<file path="src/sv/feg_pkg.sv">
// Shared types and constants for the fade envelope generator.
// Used by every module of the block but feg_div; depends on nothing else.
`timescale 1ns / 1ps

package feg_pkg;

  // Field widths of the stream items and the register port.
  localparam int KIND_W     = 2;
  localparam int TICK_W     = 24;
  localparam int FADE_W     = 24;
  localparam int CFG_W      = 24;
  localparam int PHASE_W    = 3;
  localparam int LEVEL_W    = 13;
  localparam int TIME_W     = 24;
  localparam int IN_DATA_W  = 48;
  localparam int OUT_DATA_W = 40;
  localparam int APB_ADDR_W = 4;
  localparam int APB_DATA_W = 32;
  localparam int REG_IDX_W  = 2;
  localparam int OP_W       = 4;

  // Item kinds.
  localparam logic [KIND_W-1:0] KIND_TICK = 2'd0;
  localparam logic [KIND_W-1:0] KIND_PLAY = 2'd1;
  localparam logic [KIND_W-1:0] KIND_STOP = 2'd2;

  // Envelope phases.
  localparam logic [PHASE_W-1:0] PH_STOPPED  = 3'd0;
  localparam logic [PHASE_W-1:0] PH_FADEIN   = 3'd1;
  localparam logic [PHASE_W-1:0] PH_ACTIVE   = 3'd2;
  localparam logic [PHASE_W-1:0] PH_FADEOUT  = 3'd3;
  localparam logic [PHASE_W-1:0] PH_FINISHED = 3'd4;

  // Register indexes (byte address is four times the index).
  localparam logic [REG_IDX_W-1:0] REG_FADE_IN  = 2'd0;
  localparam logic [REG_IDX_W-1:0] REG_HOLD     = 2'd1;
  localparam logic [REG_IDX_W-1:0] REG_FADE_OUT = 2'd2;
  localparam logic [REG_IDX_W-1:0] REG_LOOP     = 2'd3;

  // Datapath operations issued by the controller.
  localparam logic [OP_W-1:0] OP_NONE       = 4'd0;
  localparam logic [OP_W-1:0] OP_LOAD       = 4'd1;
  localparam logic [OP_W-1:0] OP_TICK_STOP  = 4'd2;
  localparam logic [OP_W-1:0] OP_TICK_LIN   = 4'd3;
  localparam logic [OP_W-1:0] OP_MOD_START  = 4'd4;
  localparam logic [OP_W-1:0] OP_MOD_APPLY  = 4'd5;
  localparam logic [OP_W-1:0] OP_PLACE      = 4'd6;
  localparam logic [OP_W-1:0] OP_PLAY       = 4'd7;
  localparam logic [OP_W-1:0] OP_STOP_ZERO  = 4'd8;
  localparam logic [OP_W-1:0] OP_LVL_START  = 4'd9;
  localparam logic [OP_W-1:0] OP_STOP_APPLY = 4'd10;
  localparam logic [OP_W-1:0] OP_OUT        = 4'd11;

  typedef struct packed {
    logic [CFG_W-1:0] fade_in;
    logic [CFG_W-1:0] hold;
    logic [CFG_W-1:0] fade_out;
    logic             loop_en;
  } feg_cfg_t;

  typedef struct packed {
    logic [OP_W-1:0] op;
  } feg_cmd_t;

  typedef struct packed {
    logic [KIND_W-1:0] kind;
    logic              idle_ph;
    logic              stop_act;
    logic              need_mod;
    logic              fade_zero;
    logic              div_busy;
    logic              out_free;
  } feg_stat_t;

endpackage

</file>
<file path="src/sv/feg_div.sv">
// Restoring divider, one quotient bit per cycle, for the envelope datapath.
// Standalone; no package dependencies.
`timescale 1ns / 1ps

module feg_div #(
  parameter int DIVIDEND_W = 37,
  parameter int DIVISOR_W  = 26
) (
  input  logic                  clk,
  input  logic                  rst,
  input  logic                  start,
  input  logic [DIVIDEND_W-1:0] dividend,
  input  logic [DIVISOR_W-1:0]  divisor,
  output logic                  busy,
  output logic [DIVIDEND_W-1:0] quotient,
  output logic [DIVISOR_W-1:0]  remainder
);

  localparam int CNT_W = $clog2(DIVIDEND_W + 1);

  logic [CNT_W-1:0]      cnt;
  logic [DIVIDEND_W-1:0] quo;
  logic [DIVISOR_W-1:0]  rem;
  logic [DIVISOR_W-1:0]  dvs;
  logic [DIVISOR_W:0]    shifted;
  logic [DIVISOR_W:0]    diff;
  logic                  fits;

  assign shifted = {rem, quo[DIVIDEND_W-1]};
  assign diff    = shifted - {1'b0, dvs};
  assign fits    = ~diff[DIVISOR_W];

  always_ff @(posedge clk) begin
    if (rst) begin
      busy <= 1'b0;
      cnt  <= '0;
    end else if (start) begin
      busy <= 1'b1;
      cnt  <= CNT_W'(DIVIDEND_W);
    end else if (busy) begin
      cnt <= cnt - CNT_W'(1);
      if (cnt == CNT_W'(1)) begin
        busy <= 1'b0;
      end
    end
  end

  always_ff @(posedge clk) begin
    if (start) begin
      quo <= dividend;
      rem <= '0;
      dvs <= divisor;
    end else if (busy) begin
      quo <= {quo[DIVIDEND_W-2:0], fits};
      rem <= fits ? diff[DIVISOR_W-1:0] : shifted[DIVISOR_W-1:0];
    end
  end

  assign quotient  = quo;
  assign remainder = rem;

endmodule

</file>
<file path="src/sv/feg_dp.sv">
// Envelope datapath: timeline state, level setup, divider and result register.
// Depends on feg_pkg and feg_div.
`timescale 1ns / 1ps

module feg_dp #(
  parameter int TIME_BITS       = 24,
  parameter int LEVEL_FRAC_BITS = 12
) (
  input  logic                               clk,
  input  logic                               rst,
  input  feg_pkg::feg_cfg_t                  cfg,
  input  logic [feg_pkg::KIND_W-1:0]         in_kind,
  input  logic [feg_pkg::TICK_W-1:0]         in_tick,
  input  logic [feg_pkg::FADE_W-1:0]         in_fade,
  input  feg_pkg::feg_cmd_t                  cmd,
  output feg_pkg::feg_stat_t                 stat,
  output logic                               out_valid,
  input  logic                               out_ready,
  output logic [feg_pkg::PHASE_W-1:0]        out_phase,
  output logic [feg_pkg::LEVEL_W-1:0]        out_level,
  output logic [feg_pkg::TIME_W-1:0]         out_time
);

  localparam int T        = TIME_BITS;
  localparam int L        = LEVEL_FRAC_BITS;
  localparam int CW       = (T > feg_pkg::TICK_W) ? T : feg_pkg::TICK_W;
  localparam int SUM_W    = CW + 1;
  localparam int CYC_W    = T + 2;
  localparam int LVL_DV_W = T + L + 1;
  localparam int DIV_W    = (LVL_DV_W > SUM_W) ? LVL_DV_W : SUM_W;
  localparam int LV_W     = L + 1;

  localparam logic [DIV_W-1:0] TMAX_X = {{(DIV_W - T){1'b0}}, {T{1'b1}}};
  localparam logic [LV_W-1:0]  ONE    = {1'b1, {L{1'b0}}};

  function automatic logic [T-1:0] sat_t(input logic [DIV_W-1:0] v);
    sat_t = (v > TMAX_X) ? TMAX_X[T-1:0] : v[T-1:0];
  endfunction

  // Architectural state.
  logic [feg_pkg::PHASE_W-1:0] phase;
  logic [T-1:0]                elapsed;
  logic [T-1:0]                stop_el;
  logic [T-1:0]                stop_len;
  logic [LV_W-1:0]             stop_start;

  // Item being worked on and level bookkeeping.
  logic [feg_pkg::KIND_W-1:0]  kind;
  logic [feg_pkg::TICK_W-1:0]  dt;
  logic [feg_pkg::FADE_W-1:0]  fade;
  logic [LV_W-1:0]             lvl_direct;
  logic                        lvl_from_div;

  logic [T-1:0]                fi, ho, fo;
  logic [T:0]                  fi_ho;
  logic [CYC_W-1:0]            cycle;
  logic [SUM_W-1:0]            sum, sum_s;
  logic                        idle_ph, stop_act;
  logic [feg_pkg::PHASE_W-1:0] place_ph;
  logic [T-1:0]                mult_diff;
  logic [LVL_DV_W-1:0]         prod;
  logic [T:0]                  d_full;
  logic [T-1:0]                d, fo_rem;
  logic                        lvl_go;
  logic [LV_W-1:0]             lvl_imm, lvl_val;
  logic [DIV_W-1:0]            lvl_a, div_a, div_q;
  logic [CYC_W-1:0]            lvl_b, div_b, div_r;
  logic                        div_start, div_busy;

  assign fi       = sat_t(DIV_W'(cfg.fade_in));
  assign ho       = sat_t(DIV_W'(cfg.hold));
  assign fo       = sat_t(DIV_W'(cfg.fade_out));
  assign fi_ho    = {1'b0, fi} + {1'b0, ho};
  assign cycle    = CYC_W'(fi) + CYC_W'(ho) + CYC_W'(fo);
  assign sum      = SUM_W'(elapsed) + SUM_W'(dt);
  assign sum_s    = SUM_W'(stop_el) + SUM_W'(dt);
  assign idle_ph  = (phase == feg_pkg::PH_STOPPED) || (phase == feg_pkg::PH_FINISHED);
  assign stop_act = |stop_len;

  assign stat.kind      = kind;
  assign stat.idle_ph   = idle_ph;
  assign stat.stop_act  = stop_act;
  assign stat.need_mod  = cfg.loop_en && (|cycle);
  assign stat.fade_zero = ~|fade;
  assign stat.div_busy  = div_busy;
  assign stat.out_free  = ~out_valid | out_ready;

  // Phase for the current elapsed time along the cycle.
  always_comb begin
    priority if ((|fi) && (elapsed < fi)) begin
      place_ph = feg_pkg::PH_FADEIN;
    end else if ({1'b0, elapsed} < fi_ho) begin
      place_ph = feg_pkg::PH_ACTIVE;
    end else if (|fo) begin
      place_ph = feg_pkg::PH_FADEOUT;
    end else begin
      place_ph = cfg.loop_en ? feg_pkg::PH_ACTIVE : feg_pkg::PH_FINISHED;
    end
  end

  assign mult_diff = stop_len - stop_el;
  assign prod      = LVL_DV_W'(stop_start) * LVL_DV_W'(mult_diff);
  assign d_full    = {1'b0, elapsed} - fi_ho;
  assign d         = d_full[T-1:0];
  assign fo_rem    = fo - d;

  // Level setup: either a value known at once or a division to run.
  always_comb begin
    lvl_go  = 1'b0;
    lvl_imm = '0;
    lvl_a   = '0;
    lvl_b   = '0;
    priority if (idle_ph) begin
      lvl_imm = '0;
    end else if (stop_act) begin
      if (stop_el < stop_len) begin
        lvl_go = 1'b1;
        lvl_a  = DIV_W'(prod);
        lvl_b  = CYC_W'(stop_len);
      end
    end else if ((|fi) && (elapsed < fi)) begin
      lvl_go = 1'b1;
      lvl_a  = DIV_W'({elapsed, {L{1'b0}}});
      lvl_b  = CYC_W'(fi);
    end else if ((|fo) && ({1'b0, elapsed} >= fi_ho)) begin
      if (d < fo) begin
        lvl_go = 1'b1;
        lvl_a  = DIV_W'({fo_rem, {L{1'b0}}});
        lvl_b  = CYC_W'(fo);
      end
    end else begin
      lvl_imm = ONE;
    end
  end

  assign div_start = ((cmd.op == feg_pkg::OP_LVL_START) && lvl_go) ||
                     (cmd.op == feg_pkg::OP_MOD_START);
  assign div_a     = (cmd.op == feg_pkg::OP_MOD_START) ? DIV_W'(sum) : lvl_a;
  assign div_b     = (cmd.op == feg_pkg::OP_MOD_START) ? cycle : lvl_b;
  assign lvl_val   = lvl_from_div ? div_q[LV_W-1:0] : lvl_direct;

  feg_div #(
    .DIVIDEND_W (DIV_W),
    .DIVISOR_W  (CYC_W)
  ) u_div (
    .clk       (clk),
    .rst       (rst),
    .start     (div_start),
    .dividend  (div_a),
    .divisor   (div_b),
    .busy      (div_busy),
    .quotient  (div_q),
    .remainder (div_r)
  );

  always_ff @(posedge clk) begin
    if (rst) begin
      phase      <= feg_pkg::PH_STOPPED;
      elapsed    <= '0;
      stop_el    <= '0;
      stop_len   <= '0;
      stop_start <= '0;
      out_valid  <= 1'b0;
    end else begin
      // A new result may replace one that leaves in the same cycle.
      if (cmd.op == feg_pkg::OP_OUT) begin
        out_valid <= 1'b1;
      end else if (out_valid && out_ready) begin
        out_valid <= 1'b0;
      end
      unique case (cmd.op)
        feg_pkg::OP_TICK_STOP: begin
          elapsed <= sat_t(DIV_W'(sum));
          stop_el <= sat_t(DIV_W'(sum_s));
          if (sum_s >= SUM_W'(stop_len)) begin
            phase <= feg_pkg::PH_FINISHED;
          end
        end
        feg_pkg::OP_TICK_LIN: begin
          if (DIV_W'(sum) >= DIV_W'(cycle)) begin
            elapsed <= sat_t(DIV_W'(cycle));
            phase   <= feg_pkg::PH_FINISHED;
          end else begin
            elapsed <= sat_t(DIV_W'(sum));
          end
        end
        feg_pkg::OP_MOD_APPLY: begin
          elapsed <= sat_t(DIV_W'(div_r));
        end
        feg_pkg::OP_PLACE: begin
          if (phase != feg_pkg::PH_FINISHED) begin
            phase <= place_ph;
          end
        end
        feg_pkg::OP_PLAY: begin
          // Phase is parked at stopped so that the following placement runs.
          elapsed    <= '0;
          stop_el    <= '0;
          stop_len   <= '0;
          stop_start <= '0;
          phase      <= feg_pkg::PH_STOPPED;
        end
        feg_pkg::OP_STOP_ZERO: begin
          phase <= feg_pkg::PH_FINISHED;
        end
        feg_pkg::OP_STOP_APPLY: begin
          stop_start <= lvl_val;
          stop_el    <= '0;
          stop_len   <= sat_t(DIV_W'(fade));
          phase      <= feg_pkg::PH_FADEOUT;
        end
        default: begin
        end
      endcase
    end
  end

  always_ff @(posedge clk) begin
    if (cmd.op == feg_pkg::OP_LOAD) begin
      kind <= in_kind;
      dt   <= in_tick;
      fade <= in_fade;
    end
    if (cmd.op == feg_pkg::OP_LVL_START) begin
      lvl_direct   <= lvl_imm;
      lvl_from_div <= lvl_go;
    end
    if (cmd.op == feg_pkg::OP_OUT) begin
      out_phase <= phase;
      out_level <= feg_pkg::LEVEL_W'(lvl_val);
      out_time  <= feg_pkg::TIME_W'(elapsed);
    end
  end

endmodule

</file>
<file path="src/sv/feg_ctrl.sv">
// Envelope controller: sequences each item through update, divide and output.
// Depends on feg_pkg for operation codes and the command and status types.
`timescale 1ns / 1ps

module feg_ctrl (
  input  logic               clk,
  input  logic               rst,
  input  logic               in_valid,
  output logic               in_ready,
  input  feg_pkg::feg_stat_t stat,
  output feg_pkg::feg_cmd_t  cmd
);

  localparam logic [2:0] S_IDLE      = 3'd0;
  localparam logic [2:0] S_EXEC      = 3'd1;
  localparam logic [2:0] S_MOD_WAIT  = 3'd2;
  localparam logic [2:0] S_PLACE     = 3'd3;
  localparam logic [2:0] S_SLVL_WAIT = 3'd4;
  localparam logic [2:0] S_LVL       = 3'd5;
  localparam logic [2:0] S_LVL_WAIT  = 3'd6;

  logic [2:0] state, state_next;

  assign in_ready = (state == S_IDLE);

  always_comb begin
    state_next = state;
    cmd.op     = feg_pkg::OP_NONE;
    unique case (state)
      S_IDLE: begin
        if (in_valid) begin
          cmd.op     = feg_pkg::OP_LOAD;
          state_next = S_EXEC;
        end
      end
      S_EXEC: begin
        priority if ((stat.kind == feg_pkg::KIND_TICK) && !stat.idle_ph) begin
          priority if (stat.stop_act) begin
            cmd.op     = feg_pkg::OP_TICK_STOP;
            state_next = S_LVL;
          end else if (stat.need_mod) begin
            cmd.op     = feg_pkg::OP_MOD_START;
            state_next = S_MOD_WAIT;
          end else begin
            cmd.op     = feg_pkg::OP_TICK_LIN;
            state_next = S_PLACE;
          end
        end else if (stat.kind == feg_pkg::KIND_PLAY) begin
          cmd.op     = feg_pkg::OP_PLAY;
          state_next = S_PLACE;
        end else if ((stat.kind == feg_pkg::KIND_STOP) && !stat.idle_ph) begin
          // A stop with a ramp first needs the level held right now.
          if (stat.fade_zero) begin
            cmd.op     = feg_pkg::OP_STOP_ZERO;
            state_next = S_LVL;
          end else begin
            cmd.op     = feg_pkg::OP_LVL_START;
            state_next = S_SLVL_WAIT;
          end
        end else begin
          state_next = S_LVL;
        end
      end
      S_MOD_WAIT: begin
        if (!stat.div_busy) begin
          cmd.op     = feg_pkg::OP_MOD_APPLY;
          state_next = S_PLACE;
        end
      end
      S_PLACE: begin
        cmd.op     = feg_pkg::OP_PLACE;
        state_next = S_LVL;
      end
      S_SLVL_WAIT: begin
        if (!stat.div_busy) begin
          cmd.op     = feg_pkg::OP_STOP_APPLY;
          state_next = S_LVL;
        end
      end
      S_LVL: begin
        cmd.op     = feg_pkg::OP_LVL_START;
        state_next = S_LVL_WAIT;
      end
      S_LVL_WAIT: begin
        if (!stat.div_busy && stat.out_free) begin
          cmd.op     = feg_pkg::OP_OUT;
          state_next = S_IDLE;
        end
      end
      default: begin
        state_next = S_IDLE;
      end
    endcase
  end

  always_ff @(posedge clk) begin
    if (rst) begin
      state <= S_IDLE;
    end else begin
      state <= state_next;
    end
  end

endmodule

</file>
<file path="src/sv/fade_envelope_generator_core.sv">
// Top level of the fade envelope generator: register port, controller, datapath.
// Depends on feg_pkg, feg_ctrl and feg_dp.
`timescale 1ns / 1ps

// Fade-in / hold / fade-out intensity envelope. Each item on the input stream
// (tick, play or stop) produces exactly one result with the phase, the level in
// fixed point (1 << LEVEL_FRAC_BITS is full) and the elapsed ticks. Items are
// handled one at a time; the result sits in an output register, so the next
// item is taken while it waits. Timing is set by the shared restoring divider,
// which yields one quotient bit per cycle over DIV_W bits, where
// DIV_W = max(TIME_BITS + LEVEL_FRAC_BITS + 1, max(TIME_BITS, 24) + 1), 37 at the
// defaults. An item may need no division, or only the level division; play and
// plain ticks also place the phase again. A stop with a ramp runs two level
// divisions, and a looping tick runs the modulo division and then the level
// division. Registers must be written through the APB port only while no item
// is in flight; the block itself does not enforce this.

module fade_envelope_generator_core #(
  parameter int TIME_BITS       = 24,
  parameter int LEVEL_FRAC_BITS = 12
) (
  input  logic                             clk,
  input  logic                             rst,
  input  logic                             psel,
  input  logic                             penable,
  input  logic                             pwrite,
  input  logic [feg_pkg::APB_ADDR_W-1:0]   paddr,
  input  logic [feg_pkg::APB_DATA_W-1:0]   pwdata,
  output logic [feg_pkg::APB_DATA_W-1:0]   prdata,
  output logic                             pready,
  input  logic                             s_axis_tvalid,
  output logic                             s_axis_tready,
  // tick_count [23:0], stop_fade_ticks [47:24]
  input  logic [feg_pkg::IN_DATA_W-1:0]    s_axis_tdata,
  // kind [1:0]
  input  logic [feg_pkg::KIND_W-1:0]       s_axis_tuser,
  output logic                             m_axis_tvalid,
  input  logic                             m_axis_tready,
  // phase [2:0], level [15:3], time_now [39:16]
  output logic [feg_pkg::OUT_DATA_W-1:0]   m_axis_tdata
);

  feg_pkg::feg_cfg_t             cfg;
  feg_pkg::feg_cmd_t             cmd;
  feg_pkg::feg_stat_t            stat;
  logic [feg_pkg::REG_IDX_W-1:0] reg_idx;
  logic                          cfg_wr;
  logic [feg_pkg::PHASE_W-1:0]   out_phase;
  logic [feg_pkg::LEVEL_W-1:0]   out_level;
  logic [feg_pkg::TIME_W-1:0]    out_time;

  assign pready  = 1'b1;
  assign reg_idx = paddr[feg_pkg::APB_ADDR_W-1:2];
  assign cfg_wr  = psel && penable && pwrite && pready;

  always_ff @(posedge clk) begin
    if (rst) begin
      cfg <= '0;
    end else if (cfg_wr) begin
      unique case (reg_idx)
        feg_pkg::REG_FADE_IN:  cfg.fade_in  <= pwdata[feg_pkg::CFG_W-1:0];
        feg_pkg::REG_HOLD:     cfg.hold     <= pwdata[feg_pkg::CFG_W-1:0];
        feg_pkg::REG_FADE_OUT: cfg.fade_out <= pwdata[feg_pkg::CFG_W-1:0];
        feg_pkg::REG_LOOP:     cfg.loop_en  <= pwdata[0];
        default: begin
        end
      endcase
    end
  end

  always_comb begin
    unique case (reg_idx)
      feg_pkg::REG_FADE_IN:  prdata = feg_pkg::APB_DATA_W'(cfg.fade_in);
      feg_pkg::REG_HOLD:     prdata = feg_pkg::APB_DATA_W'(cfg.hold);
      feg_pkg::REG_FADE_OUT: prdata = feg_pkg::APB_DATA_W'(cfg.fade_out);
      feg_pkg::REG_LOOP:     prdata = feg_pkg::APB_DATA_W'(cfg.loop_en);
      default:               prdata = '0;
    endcase
  end

  feg_ctrl u_ctrl (
    .clk      (clk),
    .rst      (rst),
    .in_valid (s_axis_tvalid),
    .in_ready (s_axis_tready),
    .stat     (stat),
    .cmd      (cmd)
  );

  feg_dp #(
    .TIME_BITS       (TIME_BITS),
    .LEVEL_FRAC_BITS (LEVEL_FRAC_BITS)
  ) u_dp (
    .clk       (clk),
    .rst       (rst),
    .cfg       (cfg),
    .in_kind   (s_axis_tuser),
    .in_tick   (s_axis_tdata[feg_pkg::TICK_W-1:0]),
    .in_fade   (s_axis_tdata[feg_pkg::TICK_W +: feg_pkg::FADE_W]),
    .cmd       (cmd),
    .stat      (stat),
    .out_valid (m_axis_tvalid),
    .out_ready (m_axis_tready),
    .out_phase (out_phase),
    .out_level (out_level),
    .out_time  (out_time)
  );

  assign m_axis_tdata = {out_time, out_level, out_phase};

endmodule

</file>
<file path="config.mk">
export PLATFORM = sky130hd
export DESIGN_NAME = fade_envelope_generator_core
export DESIGN_NICKNAME = d
export VERILOG_FILES = /design/src/sv/feg_pkg.sv /design/src/sv/feg_div.sv /design/src/sv/feg_dp.sv /design/src/sv/feg_ctrl.sv /design/src/sv/fade_envelope_generator_core.sv
export SDC_FILE = /design/constraint.sdc
export NUM_CORES = 2
export LEC_CHECK = 0
export BUFFER_PORTS_ARGS = -buffer_cell sky130_fd_sc_hd__buf_4
export CAP_MARGIN = 0
export CORE_ASPECT_RATIO = 1.75
export CORE_MARGIN = 1.5
export CORE_UTILIZATION = 28
export CTS_CLUSTER_DIAMETER = 50
export CTS_CLUSTER_SIZE = 16
export DETAILED_ROUTE_END_ITERATION = 8
export PLACE_DENSITY = 0.47
export SYNTH_ARGS = -nofsm -noshare
export SYNTH_HDL_FRONTEND = slang
export SYNTH_HIERARCHICAL = 1
export SYNTH_SLANG_ARGS = --single-unit
export TNS_END_PERCENT = 100
</file>
<file path="constraint.sdc">
create_clock -name clk -period 16.07 [get_ports clk]
set_input_delay 2.4105 -clock clk [delete_from_list [all_inputs] [get_ports clk]]
set_output_delay 2.4105 -clock clk [all_outputs]
set_load 0.01 [all_outputs]
</file>
==> metrics.csv <==
metric,value,unit
drt wl/cell,24.55,um
CTS tree,built,
WP buf/inv,2,
dpl hpwl,123.0,mm
cell family with most CP delay,compound AO/OA/AOI/OAI gates,
Worst slew margin,2.039,%
Port Buffers,148,
Clock Tree Buf Depth,3,
Tcrit/Tclk final,64.27,%
core box area,133100,um^2
ys flop type,dfxtp_1,
Layout Nets,5102,
Yosys Warn Count,6,
Vias/cell,5.262,
Fin. Hold Viols,0,
CTS Sinks,353,
drt initial violations,2100,
die area,136500,um^2
Max VDD drop,0.1069,mV
failing checks,max-capacitance violations,
post-synthesis cell type count,103,
Async SR Flop Fraction,0,%
initial antenna violation count,7,
Clock transition at path regs,70,ps
fin crit period,10330,ps
latest clock arrival within the worst-skew pair,630,ps
Site Rows,177,
Power Density,177.6,nW/um^2
Die X,279.9,um
detailed-route via count,32670,
Post-synth EDFFs,155,
count of state elements after synthesis,353,
total grt overflow,0,
final setup skew,30.88,ps
Worst Path Arrival,10570,ps
First-pass DRT Iterations,7,
Initial Util,28.23,%
f_max,96.82,MHz
crit-path max FO,29,
DP Area,41050,um^2
post-cts hold buffer count,0,
RSZ-0062 raised after global routing,false,
largest net degree at the start of global routing,77,
Multi-input gate area,26400,um^2
# resized after CTS,0,
layout cells sized above 1,9.762,%
post-route ant nets,0,
startpoint class of the critical path,register,
CTS buffer count,39,
Mapped Cells,4270,
Die Span Y,487.6,um
Seq. cell area,8620,um^2
H-tree Lvls,2,
max-slew violations,0,
first-pass GRT wire length,222.6,mm
gr usage total,22.21,%
worst hold path type,reg2reg,
Cells after DPL,6133,
syn avg cell area,8.800,um^2
Setup Crit Path Kind,reg2reg,
WL final,152.4,mm
Slowest cell on crit path,o21ai_0,
cell area after synthesis,37570,um^2
CP peak stage delay,980,ps
Layout Cells excl Fill,6208,
crit-path cells,"fa_1, ha_1, fa_1, a211oi_1, o21ai_0, a21oi_1, o21a_1, xor2_1, and4_1, nand4_1, nor4_1, a31oi_1, a311oi_1, o22ai_1, nand2_1, or3_1, o21ai_1, buf_4, nor2_1, nand3_1, buf_4, o21ai_0",
CP Capture Type,register,
vias in the first global route,33630,
Post-CTS Setup Bufs,0,
CP required,16310,ps
top-level port count,168,
Setup-failing EPs final,0,
status,finished with violations,
fill cell count,14140,
Leak,18.58,nW
setup TNS,0,ps
"setup slack, reg-to-reg",5740,ps
Max-Cap Viols,1,
CTS root buf,clkbuf_16,
"Seq/Total Area, Yosys",22.94,%
Area Overhead vs Synth,12.69,%
Finished Cell Area,42340,um^2
Slew @ Worst Pin,1456,ps
GPL Wtd Cong,0.9787,
DRC Markers,0,
## cell type report
cell class / count / share of cell area (%)
Clock buffer: 45 / 2.358
Antenna cell: 3 / 0.01773
Timing Repair Buffer: 249 / 4.432
Clock inverter: 25 / 0.6324
Multi-Input combinational cell: 3229 / 62.36
Sequential cell: 353 / 20.36
Tap cell: 1790 / 5.289
Inverter: 514 / 4.556
## Yosys cell counts, drive strengths merged, types with 67 or more instances
library cell	count	share of area, %
a211oi	67	1.4
nor2	204	2.0
xnor2	96	2.2
o21ai	283	3.8
nand2	326	3.3
clkbuf	136	1.4
xor2	91	2.1
mux2i	107	2.9
a21o	106	2.1
inv	512	5.1
fa	274	15
nand2b	147	2.5
ha	349	12
dfxtp	198	11
a21oi	246	3.3
edfxtp	155	12
and2	151	2.5
## worst min-delay path, cell delays in order, from the launching register on
cell     delay, ps
dfxtp_1        340
a22oi_1         70
nor2_1          80
## worst paths after layout
check                          start                  to  depth (start not counted)
setup / recovery              cfg[2]  u_dp/u_div/dvs[14]                         22
hold / removal    u_dp/stop_start[4]  u_dp/stop_start[4]                          2
setup reg to reg              cfg[2]  u_dp/u_div/dvs[14]                         22
hold reg to reg   u_dp/stop_start[4]  u_dp/stop_start[4]                          2
## report_power, final
group	internal (mW)	total, mW	leakage (nW)	switching, mW
sequential	1.25	1.56	3.06	0.306
clock	0.487	0.948	0.620	0.461
combinational	1.72	5.01	14.9	3.29
total	3.46	7.52	18.6	4.06
## sequential cells by signal, summed over array words and instances (netlist names), 2 cells and up
signal                flops
u_dp/out_phase            3
u_dp/stop_el             24
u_dp/fade                24
u_dp/elapsed             24
u_dp/stop_start          13
u_dp/dt                  24
u_dp/u_div/quotient      37
u_dp/out_time            24
u_dp/u_div/dvs           26
u_dp/stop_len            24
u_dp/phase                3
u_dp/u_div/cnt            6
cfg                      73
u_dp/kind                 2
u_dp/out_level           13
u_dp/u_div/remainder     26
u_ctrl/state              3
## stage by stage
step | hold slack [ps] | power [mW] | worst slack, ps | util [%]
4_1_cts | 510.0 | 7.534 | 6227 | 31.79
5_1_grt | 529.0 | 8.011 | 5648 | 31.81
3_5_place_dp | 488.8 | 6.544 | 6271 | 30.84
6_report | 516.5 | 7.518 | 5742 | 31.81
2_1_floorplan | 430.8 | 4.609 | 7776 | -
3_3_place_gp | 483.7 | 6.534 | 6286 | 30.84
## layer usage
layer	part of all wire, %	global-route usage [%]	wire [um]
met1	36	23.11	54560
met5	0.027	0	41
met3	4.3	2.948	6567
met4	9.5	18.35	14460
met2	50	39.58	76770
## placed cells by master, fill, tap and decap left out, types with 53 or more instances in the layout
cell / synthesis / final
inv_1: 511 / 510
ha_1: 349 / 349
nand2_1: 324 / 324
fa_1: 274 / 274
o21ai_0: 274 / 272
buf_4: 18 / 247
a21oi_1: 245 / 244
nor2_1: 203 / 202
dfxtp_1: 198 / 197
edfxtp_1: 155 / 155
and2_1: 149 / 149
nand2b_1: 146 / 146
mux2i_1: 107 / 107
a21o_1: 106 / 105
xor2_1: 91 / 88
xnor2_1: 96 / 83
nand3_1: 65 / 65
a211oi_1: 65 / 65
nor2b_1: 57 / 57
a22oi_1: 53 / 53
## logic make-up (layout without fill, tap and decap cells)
logic type	Yosys count	after routing	share of synthesized area, %
compound gates	1061	1061	18.55
xor+xnor	187	187	4.359
fa+ha+maj	623	623	26.22
buf+inv	695	833	7.382
flops	353	353	22.94
mux	147	147	4.089
other cells	2	12	0.01999
simple gates	1202	1202	16.45
Note: power is estimated with default switching activity, not from simulation.
